$ cat src/rtl/core/pidc_pkg.sv
// Shared definitions for the clamped PID controller: register map, fixed
// widths, divide-by-1000 constants, stage enable struct and clamp helpers.
// No dependencies.
`timescale 1ns / 1ps

package pidc_pkg;

  localparam int unsigned DW = 32;
  localparam int unsigned AW = 5;

  typedef enum logic [2:0] {
    REG_GAIN_P  = 3'd0,
    REG_GAIN_I  = 3'd1,
    REG_GAIN_D  = 3'd2,
    REG_OUT_LO  = 3'd3,
    REG_OUT_HI  = 3'd4,
    REG_INT_LO  = 3'd5,
    REG_INT_HI  = 3'd6
  } pidc_reg_t;

  localparam logic signed [DW-1:0] S32_MAX = 32'sh7FFF_FFFF;
  localparam logic signed [DW-1:0] S32_MIN = 32'sh8000_0000;

  // Magnitudes at or above 1000 * 2^31 give a quotient outside signed 32 bits.
  localparam logic [63:0] QSAT_LIM = 64'd2147483648000;
  // round-down of 2^32 * 512 / 1000, applied to the magnitude shifted right by 9
  localparam logic [31:0] RECIP_K = 32'd2199023255;
  localparam logic [11:0] DIV_K   = 12'd1000;
  localparam logic [11:0] DIV_K2  = 12'd2000;

  typedef struct packed {
    logic mul;
    logic est;
    logic fix;
    logic term;
  } pidc_en_t;

  function automatic logic signed [DW-1:0] sat_s32(input logic signed [33:0] v);
    logic signed [DW-1:0] res;
    if (v > 34'(S32_MAX)) res = S32_MAX;
    else if (v < 34'(S32_MIN)) res = S32_MIN;
    else res = v[DW-1:0];
    return res;
  endfunction

  // with inverted limits, a value below low gives low and any other value gives high
  function automatic logic signed [DW-1:0] lim32(input logic signed [DW-1:0] v,
                                                 input logic signed [DW-1:0] lo,
                                                 input logic signed [DW-1:0] hi);
    logic signed [DW-1:0] res;
    if (v < lo) res = lo;
    else if (v > hi) res = hi;
    else res = v;
    return res;
  endfunction

endpackage

$ cat src/rtl/core/pidc_term.sv
// One PID term: |gain| * |operand|, divide by 1000 toward zero, saturate to
// signed 32 bits. Four pipeline stages, loaded by enables from the top level.
// Depends on pidc_pkg.
`timescale 1ns / 1ps

module pidc_term (
  input  logic                           clk,
  input  pidc_pkg::pidc_en_t             en,
  input  logic [pidc_pkg::DW-1:0]        a_mag,
  input  logic [pidc_pkg::DW-1:0]        b_mag,
  input  logic                           neg,
  output logic signed [pidc_pkg::DW-1:0] term
);
  import pidc_pkg::*;

  logic [63:0]          prod_r;
  logic                 neg_mul_r;
  logic [63:0]          scaled;
  logic [DW-1:0]        est_r;
  logic [11:0]          mlo_r;
  logic                 over_est_r;
  logic                 neg_est_r;
  logic [11:0]          rem;
  logic [DW-1:0]        q_nxt;
  logic [DW-1:0]        q_r;
  logic                 over_fix_r;
  logic                 neg_fix_r;
  logic signed [DW-1:0] term_nxt;
  logic signed [DW-1:0] term_r;

  // estimate is at most two below the true quotient
  assign scaled = 64'(prod_r[40:9]) * 64'(RECIP_K);
  assign rem    = 12'(mlo_r - 12'(est_r[11:0] * DIV_K));

  always_comb begin
    if (rem >= DIV_K2) q_nxt = est_r + 32'd2;
    else if (rem >= DIV_K) q_nxt = est_r + 32'd1;
    else q_nxt = est_r;
  end

  always_comb begin
    if (over_fix_r) term_nxt = neg_fix_r ? S32_MIN : S32_MAX;
    else if (neg_fix_r) term_nxt = $signed(32'(-q_r));
    else term_nxt = $signed(q_r);
  end

  always_ff @(posedge clk) begin
    if (en.mul) begin
      prod_r    <= 64'(a_mag) * 64'(b_mag);
      neg_mul_r <= neg;
    end
    if (en.est) begin
      est_r      <= scaled[63:32];
      mlo_r      <= prod_r[11:0];
      over_est_r <= (prod_r >= QSAT_LIM);
      neg_est_r  <= neg_mul_r;
    end
    if (en.fix) begin
      q_r        <= q_nxt;
      over_fix_r <= over_est_r;
      neg_fix_r  <= neg_est_r;
    end
    if (en.term) begin
      term_r <= term_nxt;
    end
  end

  assign term = term_r;

endmodule

$ cat config.mk
export PLATFORM = sky130hd
export DESIGN_NAME = pidc_term
export DESIGN_NICKNAME = d
export VERILOG_FILES = /design/src/rtl/core/pidc_pkg.sv /design/src/rtl/core/pidc_term.sv
export SDC_FILE = /design/constraint.sdc
export NUM_CORES = 2
export LEC_CHECK = 0
export BUFFER_PORTS_ARGS = -buffer_cell sky130_fd_sc_hd__buf_2
export CORE_MARGIN = 2
export CORE_UTILIZATION = 55
export DETAILED_ROUTE_END_ITERATION = 8
export GPL_TIMING_DRIVEN = 1
export HOLD_SLACK_MARGIN = 0.02
export PLACE_DENSITY = 0.77
export SYNTH_ARGS = -nofsm -noshare
export SYNTH_HDL_FRONTEND = slang
export SYNTH_SLANG_ARGS = --single-unit
$ cat constraint.sdc
create_clock -name clk -period 10.7 [get_ports clk]
set_input_delay 1.605 -clock clk [delete_from_list [all_inputs] [get_ports clk]]
set_output_delay 1.605 -clock clk [all_outputs]
set_load 0.02 [all_outputs]
After elaboration in Yosys (flattened, before gate mapping) --
Cells that the tools add are included.
Word-level totals: register bits 177, bits of input ports 70, output and inout port bits 32, word-level logic and storage cells 25
Cells by class: $add $sub $neg 4, $mul 3, $lt $le $gt $ge 3, muxes and demuxes 5
Operator list (count):
- $mux W32 | 5
- $ge A64 B41 Y1 const B | 1
- $mul A32 B32 Y64 | 1
- $mul A32 B32 Y64 const B | 1
- $add A32 B1 Y32 const B | 1
- $add A32 B2 Y32 const B | 1
- $neg A32 Y32 | 1
- $ge A12 B10 Y1 const B | 1
- $ge A12 B11 Y1 const B | 1
- $mul A12 B7 Y9 const B | 1
- $sub A12 B12 Y12 | 1

Depth between registers and ports, before layout --
depth in word-level cells 5, depth in mapped cells 30, gate-level depth less buffers 28

Worst setup path after synthesis --
OpenSTA, ideal clock, no wires.
kind input to register, start point input a_mag[18] (netlist bit), end point register prod_r[60] (data pin), setup time 0.268 ns, data arrival time 8.650 ns, required time 10.432 ns, path slack 1.782 ns, stages 26, buffers on the path 2, cell sequence clkbuf_1 nand2_1 fa_1 inv_1 fa_1 inv_1 fa_1 inv_1 fa_1 inv_1 fa_1 fa_1 fa_1 fa_1 inv_1 ha_1 clkbuf_1 a211o_1 a2111oi_0 nor3_1 a2111oi_2 o31ai_1 a2111o_1 and2_1 a21oi_1 a211oi_1
Between the ends: word-level cells in the longest chain between the ends 1
RTL lines:
- start: declaration | RTL line pidc_term.sv:9 | input logic [pidc_pkg::DW-1:0] a_mag,
- $mul A32 B32 Y64 | RTL line pidc_term.sv:49 | prod_r <= 64'(a_mag) * 64'(b_mag);
- end signal: assignment | RTL line pidc_term.sv:49
- end: declaration | RTL line pidc_term.sv:16 | logic [63:0] prod_r;
No other way between the ends. A chain may end at the register's enable or synchronous reset.

Final worst setup path --
start point input b_mag[6] (netlist bit), end point register prod_r[57] (data pin)
Between the ends: word-level cells in the longest chain between the ends 1
RTL lines:
- start: declaration | RTL line pidc_term.sv:10 | input logic [pidc_pkg::DW-1:0] b_mag,
- $mul A32 B32 Y64 | RTL line pidc_term.sv:49
No other way between the ends.

==> flow_metrics.tcl <==
set metrics [dict create \
    detailed_route_drc_error_count 0 \
    global_route.usage.total 0.2912 \
    placeable_area_um2 103600 \
    critPathKind "in -> reg" \
    grt_start_max_net_pins 66 \
    tritoncts.num_buffers 17 \
    result_of_the_run "completed" \
    grt_overflow 0 \
    grt_antenna_before_repair 6 \
    worstPathRequired_ns 11.05 \
    min_delay_path_depth 0 \
    synthesis.area_um2 57470 \
    cp-start-kind "input pin" \
    finalCritPeriodShare 0.8775 \
    final-hold-violation-count 0 \
    post_drt_via_cell_ratio 5.557 \
    finalSetupTns_ns 0 \
    cts_max_level 4 \
    detailedRoute.firstIterationViolations 2836 \
    tightest_pin_transition_ns 1.277 \
    cts_hold_buf 0 \
    fmax_mhz 106.5 \
    synth_enable_flop_cells 174 \
    rd_place_congestion 0.9687 \
    ys_ff_latch 174 \
    report.final.slew_viol_count 0 \
    yosys.cell_count.top_type "sky130_fd_sc_hd__inv_1" \
    critical_path.n_buffers_inverters 5 \
    start_util 0.5545 \
    area_share_of_the_largest_cell_type_after_synthesis 0.4403 \
    preCtsSetupSlack_ns 0.9017 \
    timing.critical_path.slowest_cell_delay_ns 0.62 \
    max_cap_viol_count 0 \
    hp-class "reg -> reg" \
    worst-endpoint-arrival_ns 9.74 \
    ys_dominant_reg_cell "sky130_fd_sc_hd__edfxtp_1" \
    worstPathMaxFanout 32 \
    clk_pin_slew_worst_paths_ns 0.07 \
    rsz_0062_raised_after_global_routing "no" \
    slowest_stage "sky130_fd_sc_hd__or4b_2" \
    dr_total_vias 40304 \
    worst-r2r-cell-count 26 \
    setup_violations 0 \
    timing.critical_path.max_delay_family "adder cells" \
    floorplan.rows 118 \
    timing.critical_path.mode_cell "sky130_fd_sc_hd__fa_1" \
    ys_types 68 \
    clock_tree_from_tritoncts "done" \
    ctsLongestPathBuffers 2 \
    clock_tree.root_cell "sky130_fd_sc_hd__clkbuf_16" \
    cts_resized 0 \
    yosysWarningCount 0 \
    detail_route.wl_per_cell_um 20.72 \
    grt_first_pass_wirelength_um 240400 \
    r2r_start "prod_r[30]$_DFFE_PP_" \
    floorplan.die.width_um 327.2 \
    syn_avg_cell_area_um2 9.675 \
    post-dp-hpwl_um 121800 \
    seq_area_frac_synth 0.09092 \
    ys_async_sr_fraction 0 \
    cts_num_sinks 174 \
    final_worst_path_setup_slack_ns 1.311 \
    die_height_um 327.2 \
    drive_above_1_share 0.02946 \
    io_pins 102 \
    fillerInstances 8863 \
    rrSetupSlack_ns 2.24 \
    drt.antenna.violating_nets 0 \
    grt_pass1_vias 43851 \
    design.final.nets 7903 \
    timing.clock.skew_ns 0.02658 \
    synthesis.instances 5940 \
    detailed_router_iteration_count_before_antenna_repair 5 \
    cts_post_setup_buffers_inserted 0 \
    slew_headroom 0.1378 \
    hold_path_end "neg_est_r$_DFFE_PP_" \
    synth_area_leader_cell "sky130_fd_sc_hd__fa_1" \
    area_growth_pct 3.856 \
    insertion_delay_ns 0.51 \
    hold_path.startpoint "neg_mul_r$_DFFE_PP_" \
    wl_um 150300 \
    antenna_cell_count 0 \
    critPathCaptureType "flip-flop" \
    synth_top_cells_by_count "sky130_fd_sc_hd__inv_1 (1,568), sky130_fd_sc_hd__fa_1 (1,264), sky130_fd_sc_hd__ha_1 (709)" \
    die_area_um2 107100 \
    io_buffers 101 \
    synthesis.nets 7983 \
    worst_r2r_endpoint "est_r[30]$_DFFE_PP_" \
    final_period_minus_worst_setup_slack_ns 9.389 \
    synth.area.top_cells "sky130_fd_sc_hd__fa_1 (44%), sky130_fd_sc_hd__ha_1 (15%), sky130_fd_sc_hd__inv_1 (10%)" \
]
## state kept, by name (all words and copies together) (netlist names)
register	count
est_r	32
over_est_r	1
q_r	32
mlo_r	9
neg_fix_r	1
term	32
neg_est_r	1
neg_mul_r	1
over_fix_r	1
prod_r	64
## metal layers
layer	vias up	track usage	wire, µm
met5	-	0	57
met4	6	0.1284	7451
met3	413	0.05414	12020
met2	1716	0.4827	72380
met1	20551	0.3748	58390
li1	17618	-	-
## through the flow
step | utilization | hold slack (ns) | cells | cell area [µm²]
2_1_floorplan | - | 0.4003 | 5940 | 57470
3_3_place_gp | 0.5698 | 0.4032 | 7221 | 59060
3_5_place_dp | 0.5698 | 0.4052 | 7221 | 59060
4_1_cts | 0.5759 | 0.4235 | 7253 | 59680
5_1_grt | 0.5759 | 0.4453 | 7253 | 59680
6_report | 0.5759 | 0.4252 | 7253 | 59680
## final cells by class
type                    count  area (µm²)  share of cell area
multi-input cells        3969       45500              0.7623
clock buffers              17       425.4            0.007128
clock inverters            15       201.4            0.003375
well taps                1380        1727             0.02893
inverters                1568        5886             0.09861
flip-flops and latches    174        5225             0.08754
repair buffers            130       723.2             0.01212
## logic make-up after synthesis
| family | Yosys count | share of synthesized area |
|---|---|---|
| flip-flops | 174 | 0.09092 |
| AND/OR/NAND/NOR | 1433 | 0.1281 |
| buffers and inverters | 1797 | 0.1174 |
| AO/OA/AOI/OAI | 404 | 0.04463 |
| multiplexers | 2 | 0.0003484 |
| adder cells (fa/ha/maj) | 1973 | 0.5947 |
| XOR/XNOR | 157 | 0.02393 |
## placed cells by master (no fill, tap or decap), types with 15 or more instances in the layout
master,Yosys,final
sky130_fd_sc_hd__o21ai_0,63,63
sky130_fd_sc_hd__clkbuf_16,0,17
sky130_fd_sc_hd__a21oi_1,142,142
sky130_fd_sc_hd__fa_1,1264,1264
sky130_fd_sc_hd__buf_2,1,101
sky130_fd_sc_hd__xor2_1,55,55
sky130_fd_sc_hd__o21bai_1,24,24
sky130_fd_sc_hd__xnor2_1,102,102
sky130_fd_sc_hd__nand3_1,46,46
sky130_fd_sc_hd__a31oi_1,15,15
sky130_fd_sc_hd__nor3_1,34,34
sky130_fd_sc_hd__nor4_1,16,16
sky130_fd_sc_hd__nor2_1,90,90
sky130_fd_sc_hd__ha_1,709,709
sky130_fd_sc_hd__inv_1,1568,1568
sky130_fd_sc_hd__a21o_1,58,58
sky130_fd_sc_hd__and2_1,585,585
sky130_fd_sc_hd__nand2_1,537,537
sky130_fd_sc_hd__and3_1,16,16
sky130_fd_sc_hd__nand4_1,38,38
sky130_fd_sc_hd__nor2b_1,20,20
sky130_fd_sc_hd__buf_4,0,29
sky130_fd_sc_hd__edfxtp_1,174,174
## worst max-delay path by stage
stage | start | end | slack, ns | cells after the start
2_1_floorplan | a_mag[18] | prod_r[60]$_DFFE_PP_ | 1.78 | 26
3_3_place_gp | b_mag[8] | prod_r[60]$_DFFE_PP_ | 1.08 | 25
3_5_place_dp | a_mag[20] | prod_r[60]$_DFFE_PP_ | 0.90 | 25
4_1_cts | b_mag[8] | prod_r[60]$_DFFE_PP_ | 1.42 | 25
5_1_grt | a_mag[20] | prod_r[60]$_DFFE_PP_ | 0.95 | 25
6_report | b_mag[6] | prod_r[57]$_DFFE_PP_ | 1.31 | 25
Power is not shown: default switching activity piles up to over one toggle a cycle in this logic, so the estimate is an artifact.
